===== src/rtl/krrt_pkg.sv =====
// Shared types and constants for the keyboard rollover report tracker.
package krrt_pkg;

   localparam int unsigned SLOT_STORE = 6;
   localparam logic [7:0] KEYBOARD_ID = 8'd1;
   localparam logic [7:0] BYTE_ZERO = 8'h00;

   typedef enum logic [2:0] {
      ACT_PRESS       = 3'd0,
      ACT_RELEASE     = 3'd1,
      ACT_RELEASE_ALL = 3'd2,
      ACT_ATTACH      = 3'd3,
      ACT_DETACH      = 3'd4,
      ACT_HOST_REPORT = 3'd5
   } krrt_action_type;

   typedef enum logic [1:0] {
      TBL_NONE,
      TBL_PRESS,
      TBL_RELEASE,
      TBL_CLEAR
   } krrt_tbl_op_type;

   typedef enum logic [1:0] {
      TS_IDLE,
      TS_SCAN,
      TS_WRITE,
      TS_DONE
   } krrt_tbl_state_type;

   typedef enum logic [1:0] {
      ST_IDLE,
      ST_WAIT,
      ST_RESP
   } krrt_state_type;

   typedef struct packed {
      logic            start;
      krrt_tbl_op_type op;
      logic [7:0]      code;
   } krrt_tbl_cmd_type;

   typedef struct packed {
      logic [2:0]  action;
      logic [15:0] button_code;
      logic        endpoint_ready;
      logic [7:0]  report_ident;
      logic        report_is_output;
      logic [6:0]  report_length;
      logic [7:0]  led_bits;
   } krrt_req_type;

   typedef struct packed {
      logic       report_sent;
      logic [7:0] modifier_byte;
      logic [7:0] slot_zero;
      logic [7:0] slot_one;
      logic [7:0] slot_two;
      logic [7:0] slot_three;
      logic [7:0] slot_four;
      logic [7:0] slot_five;
      logic       attached;
      logic [7:0] host_leds;
   } krrt_rsp_type;

endpackage


===== src/rtl/krrt_channels.sv =====
// Valid/ready channel interfaces for the request and response sides.
interface krrt_req_if;
   logic                  valid;
   logic                  ready;
   krrt_pkg::krrt_req_type payload;

   modport source (output valid, output payload, input ready);
   modport sink (input valid, input payload, output ready);
endinterface

interface krrt_rsp_if;
   logic                  valid;
   logic                  ready;
   krrt_pkg::krrt_rsp_type payload;

   modport source (output valid, output payload, input ready);
   modport sink (input valid, input payload, output ready);
endinterface


===== src/rtl/krrt_key_table.sv =====
// Held-key table with one shared slot comparator stepped by a small sequencer.
module krrt_key_table #(
   parameter int unsigned KEY_SLOTS = 6
) (
   input  logic                         clock,
   input  logic                         reset,
   input  krrt_pkg::krrt_tbl_cmd_type   cmd,
   output logic                         done,
   output logic [KEY_SLOTS-1:0][7:0]    slots
);

   localparam int unsigned CntW = $clog2(KEY_SLOTS + 1);
   localparam int unsigned IdxW = (KEY_SLOTS > 1) ? $clog2(KEY_SLOTS) : 1;
   localparam logic [CntW-1:0] LastIdx = CntW'(KEY_SLOTS - 1);

   krrt_pkg::krrt_tbl_state_type state_ff, state_in;
   krrt_pkg::krrt_tbl_op_type    op_ff, op_in;
   logic [7:0]                   code_ff, code_in;
   logic [CntW-1:0]              idx_ff, idx_in;
   logic [CntW-1:0]              wr_ff, wr_in;
   logic                         found_ff, found_in;
   logic                         has_empty_ff, has_empty_in;
   logic [IdxW-1:0]              empty_idx_ff, empty_idx_in;
   logic [KEY_SLOTS-1:0][7:0]    slots_ff, slots_in;

   logic [7:0] cur;
   logic       hit;
   logic       empty;
   logic       last;

   // shared compare unit on the slot under the scan pointer
   assign cur   = slots_ff[idx_ff[IdxW-1:0]];
   assign hit   = (cur == code_ff);
   assign empty = (cur == krrt_pkg::BYTE_ZERO);
   assign last  = (idx_ff == LastIdx);

   always_comb begin
      state_in = state_ff;
      case (state_ff)
         krrt_pkg::TS_IDLE: begin
            if (cmd.start) begin
               if (cmd.op == krrt_pkg::TBL_PRESS || cmd.op == krrt_pkg::TBL_RELEASE) begin
                  state_in = krrt_pkg::TS_SCAN;
               end else begin
                  state_in = krrt_pkg::TS_DONE;
               end
            end
         end
         krrt_pkg::TS_SCAN: begin
            if (last) begin
               state_in = (op_ff == krrt_pkg::TBL_PRESS) ? krrt_pkg::TS_WRITE
                                                          : krrt_pkg::TS_DONE;
            end
         end
         krrt_pkg::TS_WRITE: state_in = krrt_pkg::TS_DONE;
         krrt_pkg::TS_DONE:  state_in = krrt_pkg::TS_IDLE;
         default:            state_in = krrt_pkg::TS_IDLE;
      endcase
   end

   always_comb begin
      done = (state_ff == krrt_pkg::TS_DONE);
   end

   always_comb begin
      op_in        = op_ff;
      code_in      = code_ff;
      idx_in       = idx_ff;
      wr_in        = wr_ff;
      found_in     = found_ff;
      has_empty_in = has_empty_ff;
      empty_idx_in = empty_idx_ff;
      slots_in     = slots_ff;
      case (state_ff)
         krrt_pkg::TS_IDLE: begin
            if (cmd.start) begin
               op_in        = cmd.op;
               code_in      = cmd.code;
               idx_in       = '0;
               wr_in        = '0;
               found_in     = 1'b0;
               has_empty_in = 1'b0;
               if (cmd.op == krrt_pkg::TBL_CLEAR) begin
                  slots_in = '0;
               end
            end
         end
         krrt_pkg::TS_SCAN: begin
            idx_in = idx_ff + CntW'(1);
            if (op_ff == krrt_pkg::TBL_PRESS) begin
               if (hit) begin
                  found_in = 1'b1;
               end
               if (empty && !has_empty_ff) begin
                  has_empty_in = 1'b1;
                  empty_idx_in = idx_ff[IdxW-1:0];
               end
            end else begin
               // pack survivors down to the write pointer, vacate the rest
               if (!empty && !hit) begin
                  slots_in[wr_ff[IdxW-1:0]] = cur;
                  if (wr_ff != idx_ff) begin
                     slots_in[idx_ff[IdxW-1:0]] = krrt_pkg::BYTE_ZERO;
                  end
                  wr_in = wr_ff + CntW'(1);
               end else begin
                  slots_in[idx_ff[IdxW-1:0]] = krrt_pkg::BYTE_ZERO;
               end
            end
         end
         krrt_pkg::TS_WRITE: begin
            if (!found_ff && has_empty_ff) begin
               slots_in[empty_idx_ff] = code_ff;
            end
         end
         default: begin
         end
      endcase
   end

   always_ff @(posedge clock) begin
      if (reset) begin
         state_ff <= krrt_pkg::TS_IDLE;
         slots_ff <= '0;
      end else begin
         state_ff <= state_in;
         slots_ff <= slots_in;
      end
   end

   always_ff @(posedge clock) begin
      op_ff        <= op_in;
      code_ff      <= code_in;
      idx_ff       <= idx_in;
      wr_ff        <= wr_in;
      found_ff     <= found_in;
      has_empty_ff <= has_empty_in;
      empty_idx_ff <= empty_idx_in;
   end

   assign slots = slots_ff;

endmodule


===== src/rtl/keyboard_rollover_report_tracker.sv =====
// Top level of the keyboard rollover report tracker.
//
// Keeps the state behind a boot keyboard report (modifier byte, up to
// KEY_SLOTS held keycodes, attach flag and host LED byte) and returns one
// response beat for every request beat. One request is in flight at a time:
// req_ch.ready is high only while the block is idle and drops until the
// response beat has been taken. Attach, host report, release all, detach,
// unused codes and keycode-zero key actions skip the slot walk; a release
// walks the slots once and a press walks them and then writes. Ready
// returns the cycle after the response beat, and the next request beat can
// be taken then; a stall on the response side holds the block until the
// response beat is taken. The key table walks the slots one per cycle
// through a single shared comparator: a press looks for a duplicate and the
// first empty slot, then writes; a release removes the code and packs the
// survivors toward slot zero during the same walk. Slots at or beyond
// KEY_SLOTS read back as zero.
module keyboard_rollover_report_tracker #(
   parameter int unsigned KEY_SLOTS = 6
) (
   input  logic           clock,
   input  logic           reset,
   krrt_req_if.sink       req_ch,
   krrt_rsp_if.source     rsp_ch
);

   krrt_pkg::krrt_state_type   state_ff, state_in;
   logic [7:0]                 mod_ff, mod_in;
   logic                       attached_ff, attached_in;
   logic [7:0]                 leds_ff, leds_in;
   logic                       sent_ff, sent_in;
   krrt_pkg::krrt_tbl_cmd_type cmd_ff, cmd_in;
   krrt_pkg::krrt_rsp_type     rsp_ff, rsp_in;

   logic                       req_accept;
   logic                       tbl_done;
   logic [KEY_SLOTS-1:0][7:0]  tbl_slots;
   logic [krrt_pkg::SLOT_STORE-1:0][7:0] slot_view;
   logic [7:0]                 key_code;
   logic [7:0]                 key_mods;
   logic                       key_action;
   krrt_pkg::krrt_tbl_op_type  tbl_op;

   krrt_key_table #(
      .KEY_SLOTS (KEY_SLOTS)
   ) u_key_table (
      .clock (clock),
      .reset (reset),
      .cmd   (cmd_ff),
      .done  (tbl_done),
      .slots (tbl_slots)
   );

   // Unused report slots read as zero.
   for (genvar j = 0; j < krrt_pkg::SLOT_STORE; j++) begin : g_view
      if (j < KEY_SLOTS) begin : g_used
         assign slot_view[j] = tbl_slots[j];
      end else begin : g_unused
         assign slot_view[j] = krrt_pkg::BYTE_ZERO;
      end
   end

   assign req_accept = req_ch.valid && req_ch.ready;
   assign key_code   = req_ch.payload.button_code[7:0];
   assign key_mods   = req_ch.payload.button_code[15:8];

   // Next state of the request/response sequencer.
   always_comb begin
      state_in = state_ff;
      case (state_ff)
         krrt_pkg::ST_IDLE: if (req_accept)      state_in = krrt_pkg::ST_WAIT;
         krrt_pkg::ST_WAIT: if (tbl_done)        state_in = krrt_pkg::ST_RESP;
         krrt_pkg::ST_RESP: if (rsp_ch.ready)    state_in = krrt_pkg::ST_IDLE;
         default:                                state_in = krrt_pkg::ST_IDLE;
      endcase
   end

   // Handshake outputs follow the sequencer state.
   always_comb begin
      req_ch.ready = (state_ff == krrt_pkg::ST_IDLE);
      rsp_ch.valid = (state_ff == krrt_pkg::ST_RESP);
   end

   // Decode the request beat: update the scalar state right away and hand
   // any slot work to the key table.
   always_comb begin
      mod_in      = mod_ff;
      attached_in = attached_ff;
      leds_in     = leds_ff;
      sent_in     = sent_ff;
      cmd_in      = cmd_ff;
      key_action  = 1'b0;
      tbl_op      = krrt_pkg::TBL_NONE;
      cmd_in.start = 1'b0;
      if (req_accept) begin
         case (req_ch.payload.action)
            krrt_pkg::ACT_PRESS: begin
               mod_in     = mod_ff | key_mods;
               key_action = 1'b1;
               if (key_code != krrt_pkg::BYTE_ZERO) tbl_op = krrt_pkg::TBL_PRESS;
            end
            krrt_pkg::ACT_RELEASE: begin
               mod_in     = mod_ff & ~key_mods;
               key_action = 1'b1;
               if (key_code != krrt_pkg::BYTE_ZERO) tbl_op = krrt_pkg::TBL_RELEASE;
            end
            krrt_pkg::ACT_RELEASE_ALL: begin
               mod_in     = krrt_pkg::BYTE_ZERO;
               key_action = 1'b1;
               tbl_op     = krrt_pkg::TBL_CLEAR;
            end
            krrt_pkg::ACT_ATTACH: begin
               attached_in = 1'b1;
            end
            krrt_pkg::ACT_DETACH: begin
               attached_in = 1'b0;
               mod_in      = krrt_pkg::BYTE_ZERO;
               leds_in     = krrt_pkg::BYTE_ZERO;
               tbl_op      = krrt_pkg::TBL_CLEAR;
            end
            krrt_pkg::ACT_HOST_REPORT: begin
               // take the LED byte only from a keyboard output report with payload
               if (req_ch.payload.report_is_output
                   && req_ch.payload.report_ident == krrt_pkg::KEYBOARD_ID
                   && req_ch.payload.report_length != '0) begin
                  leds_in = req_ch.payload.led_bits;
               end
            end
            default: begin
            end
         endcase
         // attach state is untouched by key actions, so the old flag decides
         sent_in      = key_action && attached_ff && req_ch.payload.endpoint_ready;
         cmd_in.start = 1'b1;
         cmd_in.op    = tbl_op;
         cmd_in.code  = key_code;
      end
   end

   // Capture the response beat once the table has settled.
   always_comb begin
      rsp_in = rsp_ff;
      if (state_ff == krrt_pkg::ST_WAIT && tbl_done) begin
         rsp_in.report_sent   = sent_ff;
         rsp_in.modifier_byte = mod_ff;
         rsp_in.slot_zero     = slot_view[0];
         rsp_in.slot_one      = slot_view[1];
         rsp_in.slot_two      = slot_view[2];
         rsp_in.slot_three    = slot_view[3];
         rsp_in.slot_four     = slot_view[4];
         rsp_in.slot_five     = slot_view[5];
         rsp_in.attached      = attached_ff;
         rsp_in.host_leds     = leds_ff;
      end
   end

   always_ff @(posedge clock) begin
      if (reset) begin
         state_ff    <= krrt_pkg::ST_IDLE;
         mod_ff      <= krrt_pkg::BYTE_ZERO;
         attached_ff <= 1'b0;
         leds_ff     <= krrt_pkg::BYTE_ZERO;
         cmd_ff      <= '0;
      end else begin
         state_ff    <= state_in;
         mod_ff      <= mod_in;
         attached_ff <= attached_in;
         leds_ff     <= leds_in;
         cmd_ff      <= cmd_in;
      end
   end

   // Payload registers hold without reset.
   always_ff @(posedge clock) begin
      sent_ff <= sent_in;
      rsp_ff  <= rsp_in;
   end

   assign rsp_ch.payload = rsp_ff;

endmodule


===== src/flat_wrapper.sv =====
// flat-port wrapper written by rule: the top's interface ports become plain ports
module keyboard_rollover_report_tracker_flat 
#(
   parameter int unsigned KEY_SLOTS = 6
)
  (clock, reset, req_ch_valid, req_ch_payload, req_ch_ready, rsp_ch_valid, rsp_ch_payload, rsp_ch_ready);
  krrt_req_if req_ch_i ();
  krrt_rsp_if rsp_ch_i ();
  input  logic clock;
  input  logic reset;
  input wire logic [$bits(req_ch_i.valid)-1:0] req_ch_valid;
  input wire logic [$bits(req_ch_i.payload)-1:0] req_ch_payload;
  output wire logic [$bits(req_ch_i.ready)-1:0] req_ch_ready;
  output wire logic [$bits(rsp_ch_i.valid)-1:0] rsp_ch_valid;
  output wire logic [$bits(rsp_ch_i.payload)-1:0] rsp_ch_payload;
  input wire logic [$bits(rsp_ch_i.ready)-1:0] rsp_ch_ready;
  assign req_ch_i.valid = req_ch_valid;
  assign req_ch_i.payload = req_ch_payload;
  assign req_ch_ready = req_ch_i.ready;
  assign rsp_ch_valid = rsp_ch_i.valid;
  assign rsp_ch_payload = rsp_ch_i.payload;
  assign rsp_ch_i.ready = rsp_ch_ready;
  keyboard_rollover_report_tracker #(.KEY_SLOTS(KEY_SLOTS)) u_core (.clock(clock), .reset(reset), .req_ch(req_ch_i), .rsp_ch(rsp_ch_i));
endmodule

===== config.mk =====
export PLATFORM = sky130hd
export DESIGN_NAME = keyboard_rollover_report_tracker_flat
export DESIGN_NICKNAME = d
export VERILOG_FILES = /design/src/rtl/krrt_pkg.sv /design/src/rtl/krrt_channels.sv /design/src/rtl/krrt_key_table.sv /design/src/rtl/keyboard_rollover_report_tracker.sv /design/src/flat_wrapper.sv
export SDC_FILE = /design/constraint.sdc
export NUM_CORES = 1
export LEC_CHECK = 0
export ABC_AREA = 1
export BUFFER_PORTS_ARGS = -buffer_cell sky130_fd_sc_hd__buf_2
export CAP_MARGIN = 20
export CELL_PAD_IN_SITES_DETAIL_PLACEMENT = 2
export CELL_PAD_IN_SITES_GLOBAL_PLACEMENT = 2
export CORE_MARGIN = 3
export CORE_UTILIZATION = 31
export DETAILED_ROUTE_END_ITERATION = 8
export MAX_ROUTING_LAYER = met4
export PLACE_DENSITY = 0.83
export SYNTH_ARGS = -nofsm -noshare
export SYNTH_HDL_FRONTEND = slang
export SYNTH_HIERARCHICAL = 1
export SYNTH_SLANG_ARGS = --single-unit

===== constraint.sdc =====
create_clock -name clock -period 2.5 [get_ports clock]
set_input_delay 0 -clock clock [delete_from_list [all_inputs] [get_ports clock]]
set_output_delay 0 -clock clock [all_outputs]
set_load 0.1 [all_outputs]

=== Word level (Yosys, flattened, before mapping) ===
Index checks and enable logic that the tools add are counted.

* Register bits after elaboration: 168
* Bits of input ports: 48
* Output and inout port bits: 68
* Word-level logic and storage cells: 167

* Add/sub/neg operators: 2
* Magnitude comparators: 6
* Equal/unequal tests: 31
* Muxes and demuxes: 48
* Bitwise operators: 6
* Reductions and logical operators: 42

{| class="wikitable"
|+ Operator list
! cell !! number
|-
| $mux 48 || 6
|-
| $pmux 48 s3 || 1
|-
| $and 48x48->48 || 2
|-
| $bwmux 48 || 2
|-
| $demux 8 s3 || 3
|-
| $not 48->48 || 1
|-
| $mux 8 || 5
|-
| $bmux 8 s3 || 1
|-
| $pmux 8 s3 || 1
|-
| $ne 2x2->1 const B || 9
|-
| $pmux 8 s2 || 1
|-
| $mux 2 || 7
|-
| $logic_and 1x1->1 || 12
|-
| $lt 3x4->1 const B || 3
|-
| $pmux 2 s3 || 2
|-
| $pmux 3 s2 || 2
|-
| $reduce_and 4->1 || 3
|-
| $mux 11 || 1
|-
| $eq 2x2->1 const B || 5
|-
| $reduce_and 2->1 || 5
|-
| $eq 3x3->1 const B || 3
|-
| $ge 3x1->1 const B || 3
|-
| $mux 1 || 9
|-
| $mux 3 || 3
|-
| 26 further kinds || 45
|}

=== Depth between registers and ports, before layout ===
Gate-level depths: netlist of run 1.

* Depth after elaboration: 10
* Mapped depth: 19
* Depth with buffers taken out: 16

=== Cells and area by module ===
The synthesis of run 1 kept the hierarchy.

{| class="wikitable"
|+ By module, submodules not included
! module !! times used !! cells each !! area an instance (um2)
|-
| krrt_key_table || 1 || 984 || 6134.6
|-
| keyboard_rollover_report_tracker || 1 || 271 || 3450.8
|}

=== Least setup slack after synthesis of run 1 ===
Ideal clock, no wire load.

* Path kind: flip-flop to flip-flop
* Start point: reg u_core.u_key_table.idx_ff[0]
* End point: reg u_core.u_key_table.empty_idx_ff[0], enable pin
* Setup time: 319 ps
* Arrival: 2194 ps
* Setup slack: -13 ps
* Cell stages (with the launch flop): 13
* Buffers on the path: 5
* Clock period less this slack: 2513 ps
* Cell sequence: edfxtp_1 -> buf_6 -> buf_8 -> nand4_1 -> nand2_1 -> nor2_4 -> nand4_1 -> or2_1 -> buf_6 -> buf_6 -> buf_6 -> or2_1 -> nor2_1

* Cells in the longest elaborated chain, start to end: 5

{| class="wikitable"
|+ Ends and longest elaborated chain
! item !! line !! source
|-
| start: declaration || krrt_key_table.sv:19 || <nowiki>logic [CntW-1:0] idx_ff, idx_in;</nowiki>
|-
| start signal: assignment || krrt_key_table.sv:134 || <nowiki>idx_ff <= idx_in;</nowiki>
|-
| $bmux 8 s3 || krrt_key_table.sv:32 || <nowiki>assign cur = slots_ff[idx_ff[IdxW-1:0]];</nowiki>
|-
| $mux 8 (implied by the code) || krrt_key_table.sv:32 ||
|-
| $logic_not 8->1 || krrt_key_table.sv:34 || <nowiki>assign empty = (cur == krrt_pkg::BYTE_ZERO);</nowiki>
|-
| $logic_and 1x1->1 || krrt_key_table.sv:94 || <nowiki>if (empty && !has_empty_ff) begin</nowiki>
|-
| $reduce_and 3->1 (no line) || - ||
|-
| end signal: assignment || krrt_key_table.sv:138 || <nowiki>empty_idx_ff <= empty_idx_in;</nowiki>
|-
| end: declaration || krrt_key_table.sv:23 || <nowiki>logic [IdxW-1:0] empty_idx_ff, empty_idx_in;</nowiki>
|}

Every way passes these cells. The select of a mux whose other input is x is not followed.
A chain may end at the register's enable or synchronous reset.

=== Worst setup path after layout of run 1 ===
* Start point: reg u_core.u_key_table.idx_ff[1]
* End point: reg u_core.u_key_table.slots_ff, in the netlist u_core/u_key_table/slots[39]

* Cells in the longest elaborated chain, start to end: 10
* Elaborated cells between the ends (all ways): 21

{| class="wikitable"
|+ Ends and longest elaborated chain
! item !! line !! source
|-
| $lt 3x4->1 (implied by the code) or $ge 3x1->1 (tied branches) || krrt_key_table.sv:103, krrt_key_table.sv:107 ||
|-
| $logic_and 1x1->1 (implied by the code) || krrt_key_table.sv:103, krrt_key_table.sv:107 ||
|-
| $mux 8 (implied by the code) || krrt_key_table.sv:103, krrt_key_table.sv:107 ||
|-
| $demux 8 s3 || krrt_key_table.sv:103, krrt_key_table.sv:107 ||
|-
| $not 48->48 (no line) || - ||
|-
| $and 48x48->48 (no line) || - ||
|-
| $mux 48 || krrt_key_table.sv:102 || <nowiki>if (wr_ff != idx_ff) begin</nowiki>
|-
| $mux 48 (*) || krrt_key_table.sv:100 || <nowiki>if (!empty && !hit) begin</nowiki>
|-
| $mux 48 (*) || krrt_key_table.sv:90 || <nowiki>if (op_ff == krrt_pkg::TBL_PRESS) begin</nowiki>
|-
| $pmux 48 s3 (*) || krrt_key_table.sv:74 || <nowiki>case (state_ff)</nowiki>
|-
| end signal: assignment || krrt_key_table.sv:127 || <nowiki>slots_ff <= slots_in;</nowiki>
|-
| end: declaration || krrt_key_table.sv:24 || <nowiki>logic [KEY_SLOTS-1:0][7:0] slots_ff, slots_in;</nowiki>
|}

Every way passes the cells marked *; elsewhere a longest branch is shown, timed or not. The select of a mux whose other input is x is not followed.

==> results of run 1 <==
-- metal layers --
layer | share of wire | routed length [um]
met5 | 0 | 0
met4 | 0.046 | 2050
met3 | 0.048 | 2140
met2 | 0.50 | 22300
met1 | 0.40 | 18000
-- metrics by stage --
stage	setup TNS, ns	cells	area, sq um
detailed placement	-5.42	1755	10800
global route	-17.91	1836	12300
finish	-13.79	1836	12300
global placement	-0.223	1755	10800
CTS	-0.00751	1821	11800
floorplan	0	1255	9590
-- sequential cells by signal, indices dropped and copies added (netlist names), 2 cells and up --
name / flops
u_core/u_key_table/state_ff: 2
u_core/u_key_table/idx_ff: 3
u_core/u_key_table/empty_idx_ff: 3
u_core/cmd_ff: 11
u_core/leds_ff: 8
u_core/state_ff: 2
u_core/mod_ff: 8
u_core/u_key_table/wr_ff: 3
u_core/u_key_table/slots: 48
u_core/u_key_table/op_ff: 2
u_core/u_key_table/code_ff: 8
u_core/rsp_ch.payload: 66
-- placed cells by master (no fill, tap or decap), drive strengths merged --
cell	Yosys	final
nor3	11	11
dfxtp	80	80
inv	91	99
nand2	449	449
nand3	125	125
o21ai	28	28
a21oi	75	75
nand4	19	19
edfxtp	88	88
a211oi	2	2
o211ai	98	98
ha	8	8
clkbuf	35	21
or2	2	2
dlygate4sd3	0	26
clkinv	1	8
o2111ai	1	1
buf	35	198
xnor2	5	5
nand3b	1	1
nor2	101	102
-- power breakdown --
group / switching, mW / total (mW) / internal (mW)
Clock: 1.40 / 2.75 / 1.35
Combinational: 3.91 / 5.81 / 1.90
Sequential: 0.164 / 3.27 / 3.10
-- how the worst min path moves through the flow --
stage	cells after the start	end	from
after floorplan	1	u_core/attached_ff$_SDFFE_PP0P_	reset
after global placement	4	u_core/state_ff[1]$_SDFFE_PP0P_	rsp_ch_ready
after detailed placement	4	u_core/state_ff[1]$_SDFFE_PP0P_	rsp_ch_ready
after CTS	4	u_core/attached_ff$_SDFFE_PP0P_	req_ch_payload[41]
after global routing	4	u_core/cmd_ff[8]$_SDFFE_PP0P_	req_ch_payload[41]
final	3	u_core/cmd_ff[10]$_SDFF_PP0_	req_ch_valid
-- worst max-delay path: cells and delay by family (launching register included) --
family | cells | cell delay, ns
DFF | 1 | 0.52
AOI/OAI and AO/OA | 1 | 0.12
and+or+nand+nor | 11 | 1.60
buffers and inverters | 3 | 0.53
-- final cells by class --
cell class	instances	area, sq um	share of cell area
clock inverters	15	169	0.0138
well taps	390	488	0.0398
flip-flops and latches	168	4240	0.346
repair buffers	228	1720	0.141
clock buffers	17	425	0.0347
multi-input cells	926	4850	0.396
inverters	92	350	0.0286
-- kinds of logic (layout without fill, tap and decap cells) --
logic type / after synthesis / after routing / synth area share
compound gates: 204 / 204 / 0.138
xor+xnor: 5 / 5 / 0.00457
fa+ha+maj: 8 / 8 / 0.0104
buf+inv: 162 / 352 / 0.0782
flops: 168 / 168 / 0.443
simple gates: 708 / 709 / 0.326
-- repair_timing --
action / CTS / global route
gates resized for setup: 10 / 63
gates cloned: 2 / 4
endpoints found under the hold margin: 26 / 0
pin swaps: 3 / 27
hold buffers: 26 / 0
setup buffers: 6 / 11
endpoints found under the setup margin: 55 / 56
==> metrics.yaml, run 1 <==
critical_path:
  rr_worst_depth: 15
  path_cells: "buf_6, nor2_4, nand3_2, nand2_4, nor2_4, buf_6, nand4_1, or2_4, nand2_8, clkbuf_16, nand2_1, nand3_1, nand2_1, nand2_1, a21oi_2"
  crit_top_cell: "nand2_1"
  crit_path_start: "u_core/u_key_table/idx_ff[1]$_SDFFCE_PN0P_"
  cp_slowest_stage_delay_ns: 0.52
  critPathRequiredTime_ns: 2.87
  cp.arrival_ns: 3.24
  cp_slowest_cell: "edfxtp_1"
  rr_endpoint: "u_core/u_key_table/slots[39]$_SDFFE_PP0P_"
  rrSetupSlack_ns: -0.36
  end_kind: "flop"
  critPathKind: "reg2reg"
  crit_fanout: 8
  r2r-start: "u_core/u_key_table/idx_ff[1]$_SDFFCE_PN0P_"
  startpoint_type: "flop"
  crit_end: "u_core/u_key_table/slots[39]$_SDFFE_PP0P_"
status:
  status: "complete, but fails checks"
  violations: "negative setup slack"
power:
  finalPower_mw: 11.8
  ir_worst_vdd_uv: 478
  pwr_density_cell_nw_per_um2: 965
  total_leakage_power_nw: 5.17
logic_synthesis:
  synth_top_area_cell: "edfxtp_1"
  syn_area_sq_um: 9590
  syn_inst: 1255
  synth_most_common_cell: "nand2_1"
  synth_top_cell_area_share: 0.276
  synth_cell_types: 37
  yosys_warnings: 6
  synth_area_per_cell_sq_um: 7.64
  ys.flop_type: "edfxtp_1"
  synth_edf_count: 88
  yosysSeqAreaShare: 0.443
  syn_nets: 1311
  synthArstFlopShare: 0
  synth.area.top_cells: "edfxtp_1 (28%), nand2_1 (17%), dfxtp_1 (17%)"
  synthTopCellsByCount: "nand2_1 (438), nand3_1 (112), o211ai_1 (98), edfxtp_1 (88), inv_1 (87)"
  ys_seq_elements: 168
global_route:
  grt_use_met2: 0.425
  grt_usage: 0.249
  antenna_found_initial: 0
  grt.met1_usage: 0.301
  grt.overflow.total: 0
  grt_max_degree: 57
  grtUsageMet3: 0.0337
  grt_pass1_wl_um: 63200
  grt_pass1_vias: 10900
  top_usage_layer: "met2"
placed_design:
  io_buffer_count: 115
  gp_congestion: 0.885
  hpwl_um: 26000
  detailedPlace.worstSlack_ns: -0.171
run:
  cap_violations: 0
sta:
  setup_violations: 56
  holdWs_ns: 0.0625
  skew_ns: 0.0144
  setup_slack_ns: -0.363
  final.period_utilization: 1.15
  hold_violations: 0
  period_needed_ns: 2.86
  worstMarginPinSlew_ns: 0.834
  fmax_ghz: 0.349
  rsz0062_at_grt: "true"
  drv_slew: 0
  timing.slew.headroom: 0.444
routing:
  drtIter0Drc: 750
  antenna_violating_nets_post_route: 0
  drtPass1Iterations: 5
  wl_per_cell_um: 24.2
  drc: 0
  num_vias: 10300
  viasPerCell: 5.61
  wl_um: 44500
min_path:
  hold_path.class: "in2reg"
clock_tree:
  cts.clk_slew.worst_paths_ns: 0.08
  clockBufferDepth: 2
  tritoncts: "built"
  cts_buffers: 17
  htreeDepth: 4
  clockRootBuffer: "clkbuf_16"
  cts_sinks: 168
  worstSkewPairLatency_ns: 0.44
layout:
  fill_cells: 3381
  syn2layout_area_growth_pct: 27.8
  utilization: 0.408
  layout.nets: 1489
  antenna_cells: 0
  drive_gt1_frac: 0.237
die:
  core_area_sq_um: 30000
  io_pins: 116
  die_x_um: 182
  start_util: 0.319
  die_area_sq_um: 33100
  dieHeight_um: 182
  fp-row-count: 63
Note: power is estimated with default switching activity, not from simulation.
==> inputs of run 2 (changes only) <==
--- a/config.mk
+++ b/config.mk
@@ -13,6 +13,7 @@
 export CORE_MARGIN = 3
 export CORE_UTILIZATION = 31
 export DETAILED_ROUTE_END_ITERATION = 8
+export HOLD_SLACK_MARGIN = 0.15
 export MAX_ROUTING_LAYER = met4
 export PLACE_DENSITY = 0.83
 export SYNTH_ARGS = -nofsm -noshare
==> run 2 against run 1 <==
  * The flow still finishes with violations (negative setup slack)
  * Core utilization increased by 0.60 points
  * Register-to-register slack improved by 0.09 ns
  * Power is essentially flat
  * Routed wire length rose by 0.60%
  * Cell count grew 0.98%
  * Critical path depth grew 3
  * Largest power group unchanged
==> metrics.yaml, run 2 (same netlist as run 1, synthesis figures left out) <==
critical_path:
  rrSetupSlack_ns: -0.27  # +0.09 ns
  rr_endpoint: "u_core/u_key_table/slots[30]$_SDFFE_PP0P_"
  cp.arrival_ns: 3.07  # -0.17 ns
  critPathRequiredTime_ns: 2.80  # -0.07 ns
  rr_worst_depth: 18  # +3
  critPathKind: "reg2reg"
  startpoint_type: "flop"
  r2r-start: "u_core/u_key_table/idx_ff[0]$_SDFFCE_PN0P_"
  crit_fanout: 14  # +6
  end_kind: "flop"
placed_design:
  gp_congestion: 0.885  # unchanged
  io_buffer_count: 115  # unchanged
  hpwl_um: 26000  # unchanged
  dp.cells: 1755  # unchanged
clock_tree:
  clockRootBuffer: "clkbuf_16"
  htreeDepth: 4  # unchanged
  cts_buffers: 17  # unchanged
  cts_sinks: 168  # unchanged
  cts.clk_slew.worst_paths_ns: 0.08  # about the same
  tritoncts: "built"
  clockBufferDepth: 2  # unchanged
  worstSkewPairLatency_ns: 0.45  # about the same
layout:
  utilization: 0.414  # +0.00596
  final_cell_mix: "nand2_1 (416), buf_2 (115), nand3_1 (101)"
  largest_reg_flops: 66  # unchanged
  antenna_cells: 0  # unchanged
  syn2layout_area_growth_pct: 29.7
  drive_gt1_frac: 0.236  # -0.000867
  fin_cells: 1854  # +0.98%
  layout_commonest_cell: "nand2_1"
  layout.nets: 1507  # +1.2%
global_route:
  grt_pass1_vias: 11000  # +1.4%
  grt_usage: 0.256  # +0.00664
  grt_max_degree: 57  # unchanged
  grt.overflow.total: 0  # unchanged
  grt_pass1_wl_um: 64900  # +2.7%
  antenna_found_initial: 0  # unchanged
status:
  status: "complete, but fails checks"
  violations: "negative setup slack"
routing:
  drtPass1Iterations: 7  # +2
  wl_per_cell_um: 24.1  # -0.38%
  num_vias: 10400  # +1.1%
  antenna_violating_nets_post_route: 0  # unchanged
  drtIter0Drc: 781  # +4.1%
  wl_met1_um: 18500  # +2.7%
  drc: 0  # unchanged
  route.met3.wl_um: 2270  # +6.1%
  wl_um: 44700  # +0.60%
  maxUsedRoutingLayer: "met4"
  dr_wl_met2_um: 22400  # +0.65%
  viasPerCell: 5.61  # about the same
sta:
  rsz0062_at_grt: "true"
  timing.slew.headroom: 0.438  # -0.00638
  worstMarginPinSlew_ns: 0.844  # +0.00957 ns
  drv_slew: 0  # unchanged
  final.period_utilization: 1.11  # -0.0367
  fmax_ghz: 0.361  # +3.3%
  setup_slack_ns: -0.272  # +0.0918 ns
  skew_ns: 0.0127  # -0.00176 ns
  period_needed_ns: 2.77  # -0.0918 ns
  setup_violations: 56  # unchanged
  hold_violations: 0  # unchanged
power:
  finalPower_mw: 11.8  # about the same
  total_leakage_power_nw: 5.25  # +1.7%
  ir_worst_vdd_uv: 489  # +2.5%
  pwr_density_cell_nw_per_um2: 951  # -1.5%
die:
  die_area_sq_um: 33100  # unchanged
  die_x_um: 182  # unchanged
  start_util: 0.319  # unchanged
  dieHeight_um: 182  # unchanged
  core_area_sq_um: 30000  # unchanged
  io_pins: 116  # unchanged
  fp-row-count: 63  # unchanged
min_path:
  worst_hold_path.endpoint: "u_core/cmd_ff[9]$_SDFFE_PP0P_"
  min_path_cells: 4  # +1
  hold_path.class: "in2reg"
  hold_path_startpoint: "req_ch_payload[42]"
run:
  cap_violations: 0  # unchanged
==> run 2: worst max path at each step <==
stage                                               start                                            to  slack (ns)
2_1_floorplan  u_core/u_key_table/idx_ff[0]$_SDFFCE_PN0P_  u_core/u_key_table/empty_idx_ff[0]$_DFFE_PP_        0.03
3_3_place_gp   u_core/u_key_table/idx_ff[1]$_SDFFCE_PN0P_      u_core/u_key_table/slots[0]$_SDFFE_PP0P_       -0.02
3_5_place_dp   u_core/u_key_table/idx_ff[1]$_SDFFCE_PN0P_     u_core/u_key_table/slots[22]$_SDFFE_PP0P_       -0.17
4_1_cts        u_core/u_key_table/idx_ff[0]$_SDFFCE_PN0P_     u_core/u_key_table/slots[22]$_SDFFE_PP0P_      -0.008
5_1_grt        u_core/u_key_table/idx_ff[0]$_SDFFCE_PN0P_      u_core/u_key_table/slots[6]$_SDFFE_PP0P_       -0.35
6_report       u_core/u_key_table/idx_ff[0]$_SDFFCE_PN0P_     u_core/u_key_table/slots[30]$_SDFFE_PP0P_       -0.27
==> run 2: critical path: stages (launching register included) <==
cell       delay, ns
edfxtp_1        0.44
inv_2           0.15
buf_12          0.16
nand2_1         0.11
nand3_1         0.13
nand2_2         0.11
nor2_8          0.17
nand2_1         0.08
nand2_1         0.12
nand2_1         0.08
nor2_2          0.17
nand2_4         0.13
nand2_8         0.18
clkbuf_16       0.17
nand2_1         0.04
nand3_1         0.08
nand2_1         0.13
nand2_1         0.09
a21oi_1         0.06
==> run 2: stage by stage <==
stage	TNS [ns]	instance area, sq um	hold slack, ns	worst slack [ns]
CTS	-0.00751	12000	0.151	-0.00751
global placement	-0.223	10800	0.272	-0.0216
detailed placement	-5.42	10800	0.304	-0.171
global route	-15.92	12400	0.225	-0.348
floorplan	0	9590	0.0691	0.0317
finish	-10.78	12400	0.169	-0.272
==> run 2: layer usage <==
layer / vias to the layer above / GRT usage
met5: - / -
met4: 0 / 0.0920
met3: 117 / 0.0349
met2: 385 / 0.436
met1: 5281 / 0.311
li1: 4617 / -
==> run 2: timing repair <==
item | CTS | global route
hold endpoints to repair | 31 | 0
setup endpoints to repair | 55 | 56
buffers inserted | 6 | 11
hold buffers | 44 | 0
pin swaps | 3 | 27
gates cloned | 2 | 4
gates resized for setup | 10 | 64
==> run 2: cell type report <==
type | count | area, sq um
inverter | 92 | 350
clock buffer | 17 | 425
timing repair buffer | 246 | 1890
clock inverter | 15 | 169
sequential | 168 | 4240
fill | 3318 | 17600
multi-input combinational | 926 | 4860
tap | 390 | 488
==> run 2: where the power goes <==
| group | total (mW) | switching [mW] | internal (mW) | leakage, nW |
|---|---|---|---|---|
| clock network | 2.76 | 1.41 | 1.35 | 0.292 |
| logic | 5.79 | 3.88 | 1.91 | 3.49 |
| registers | 3.27 | 0.167 | 3.10 | 1.47 |
==> inputs of run 3 (changes only) <==
--- a/config.mk
+++ b/config.mk
@@ -16,6 +16,7 @@
 export HOLD_SLACK_MARGIN = 0.15
 export MAX_ROUTING_LAYER = met4
 export PLACE_DENSITY = 0.83
+export RECOVER_POWER = 50
 export SYNTH_ARGS = -nofsm -noshare
 export SYNTH_HDL_FRONTEND = slang
 export SYNTH_HIERARCHICAL = 1
==> run 3 against run 2 <==
  * The flow still finishes with violations (negative setup slack)
  * Non-clock buffer count stayed put
  * Largest cell class unchanged
  * Hold slack lost 0.0010 ns
  * Global-route usage stayed put
  * Routed wire length fell by 0.18%
  * Critical endpoint unchanged
  * Via count decreased by 0.27%
  * Largest power group unchanged
==> metrics.yaml, run 3 (same netlist as run 1, synthesis figures left out) <==
status:
  status: "complete, but fails checks"
  violations: "negative setup slack"
min_path:
  hold_path.class: "in2reg"
  hold_path_startpoint: "req_ch_payload[42]"
run:
  cap_violations: 0  # unchanged
clock_tree:
  worstSkewPairLatency_ns: 0.45  # about the same
  htreeDepth: 4  # unchanged
  clockRootBuffer: "clkbuf_16"
  tritoncts: "built"
  cts_sinks: 168  # unchanged
  cts_buffers: 17  # unchanged
  cts.clk_slew.worst_paths_ns: 0.08  # about the same
  clockBufferDepth: 2  # unchanged
sta:
  drv_slew: 0  # unchanged
  setup_violations: 56  # unchanged
  worstMarginPinSlew_ns: 0.842  # -0.00154 ns
  skew_ns: 0.0128  # +0.000187 ns
  rsz0062_at_grt: "true"
  fmax_ghz: 0.359  # -0.57%
  fin_setup_tns_ns: -11.10  # -0.313 ns
  hold_violations: 0  # unchanged
  final.period_utilization: 1.12  # +0.00632
  period_needed_ns: 2.79  # +0.0158 ns
  setup_slack_ns: -0.288  # -0.0158 ns
  timing.slew.headroom: 0.439  # +0.00103
routing:
  drc: 0  # unchanged
  drtIter0Drc: 814  # +4.2%
  wl_per_cell_um: 24.1  # -0.18%
  drtPass1Iterations: 7  # unchanged
  viasPerCell: 5.59  # -0.27%
  wl_um: 44700  # -0.18%
  antenna_violating_nets_post_route: 0  # unchanged
  num_vias: 10400  # -0.27%
critical_path:
  cp.arrival_ns: 3.08  # about the same
  crit_top_cell: "nand2_1"
  path_delay_family: "simple AND/OR/NAND/NOR gates"
  startpoint_type: "flop"
  crit_fanout: 14  # unchanged
  critPathKind: "reg2reg"
  critPathRequiredTime_ns: 2.79  # about the same
  path_buf_inv: 3  # unchanged
  path_cells: "inv_2, buf_12, nand2_1, nand3_1, nand2_2, nor2_8, nand2_1, nand2_1, nand2_1, nor2_2, nand2_4, nand2_8, clkbuf_16, nand2_1, nand3_1, nand2_1, nand2_1, a21oi_1"
  cp_slowest_cell: "edfxtp_1"
  cp_slowest_stage_delay_ns: 0.45  # about the same
  crit_path_start: "u_core/u_key_table/idx_ff[0]$_SDFFCE_PN0P_"
  end_kind: "flop"
  r2r-start: "u_core/u_key_table/idx_ff[0]$_SDFFCE_PN0P_"
die:
  core_area_sq_um: 30000  # unchanged
  die_area_sq_um: 33100  # unchanged
  io_pins: 116  # unchanged
  start_util: 0.319  # unchanged
  fp-row-count: 63  # unchanged
  die_x_um: 182  # unchanged
  dieHeight_um: 182  # unchanged
placed_design:
  hpwl_um: 26000  # unchanged
  io_buffer_count: 115  # unchanged
  detailedPlace.worstSlack_ns: -0.171  # unchanged
  gp_congestion: 0.885  # unchanged
global_route:
  antenna_found_initial: 0  # unchanged
  grt_pass1_vias: 11000  # unchanged
  grt_pass1_wl_um: 64900  # unchanged
  grt_usage: 0.256  # unchanged
  grt.overflow.total: 0  # unchanged
  grt_max_degree: 57  # unchanged
power:
  ir_worst_vdd_uv: 492  # +0.50%
  total_leakage_power_nw: 5.18  # -1.4%
  pwr_density_cell_nw_per_um2: 954  # +0.36%
layout:
  layout.nets: 1507  # unchanged
  syn2layout_area_growth_pct: 29.0
  final_cell_mix: "nand2_1 (416), buf_2 (115), nand3_1 (101)"
  antenna_cells: 0  # unchanged
  layout_commonest_cell: "nand2_1"
  largest_reg_flops: 66  # unchanged
  drive_gt1_frac: 0.225  # -0.0116
run 3: cell types whose count changed in the layout (fill, tap and decap cells not counted), sizes merged:
cell / delta
clkbuf: +17
buf: -17
run 3: final cells by class:
| class | instances | area [sq um] |
|---|---|---|
| tap | 390 | 488 |
| multi-input combinational | 926 | 4860 |
| inverter | 92 | 350 |
| sequential | 168 | 4240 |
| timing repair buffer | 246 | 1830 |
| clock inverter | 15 | 169 |
| clock buffer | 17 | 425 |
| fill | 3340 | 17700 |
run 3: repair_timing:
action	CTS	global route
gates resized for setup	10	64
gates cloned	2	4
hold buffers	44	0
buffers inserted	6	11
hold endpoints to repair	31	0
pin swaps	3	27
endpoints found under the setup margin	55	56
run 3: worst paths after layout:
kind	cells after the start	end	slack [ns]
min	4	u_core/cmd_ff[9]$_SDFFE_PP0P_	0.17
min reg2reg	0	u_core/rsp_ch.payload[58]$_DFFE_PP_	0.44
max	18	u_core/u_key_table/slots[30]$_SDFFE_PP0P_	-0.29
max reg2reg	18	u_core/u_key_table/slots[30]$_SDFFE_PP0P_	-0.29
run 3: per-layer routing:
| metal | vias to the layer above | GRT usage | wire [um] |
|---|---|---|---|
| li1 | 4611 | - | - |
| met3 | 118 | 0.0349 | 2320 |
| met2 | 388 | 0.436 | 22300 |
| met1 | 5255 | 0.311 | 18500 |
| met4 | 0 | 0.0920 | 1530 |
| met5 | - | - | 0 |
run 3: worst min-delay path, delay by kind of cell:
kind	cells	cell delay (ns)
AOI/OAI and AO/OA	2	0.28
buffers and inverters	1	0.17
and+or+nand+nor	1	0.11
run 3: where the power goes:
group | internal, mW | switching (mW)
Clock | 1.35 | 1.41
Sequential | 3.10 | 0.167
Combinational | 1.90 | 3.87
Total | 6.36 | 5.44
run 3: per-stage QoR:
step / total power, mW / instance area (sq um) / instances / utilization / hold slack, ns
6_report: 11.8 / 12400 / 1854 / 0.412 / 0.168
3_5_place_dp: 7.93 / 10800 / 1755 / 0.361 / 0.304
2_1_floorplan: 6.41 / 9590 / 1255 / - / 0.0691
5_1_grt: 12.3 / 12400 / 1854 / 0.412 / 0.225
4_1_cts: 10.9 / 12000 / 1839 / 0.399 / 0.151
3_3_place_gp: 7.72 / 10800 / 1755 / 0.361 / 0.272
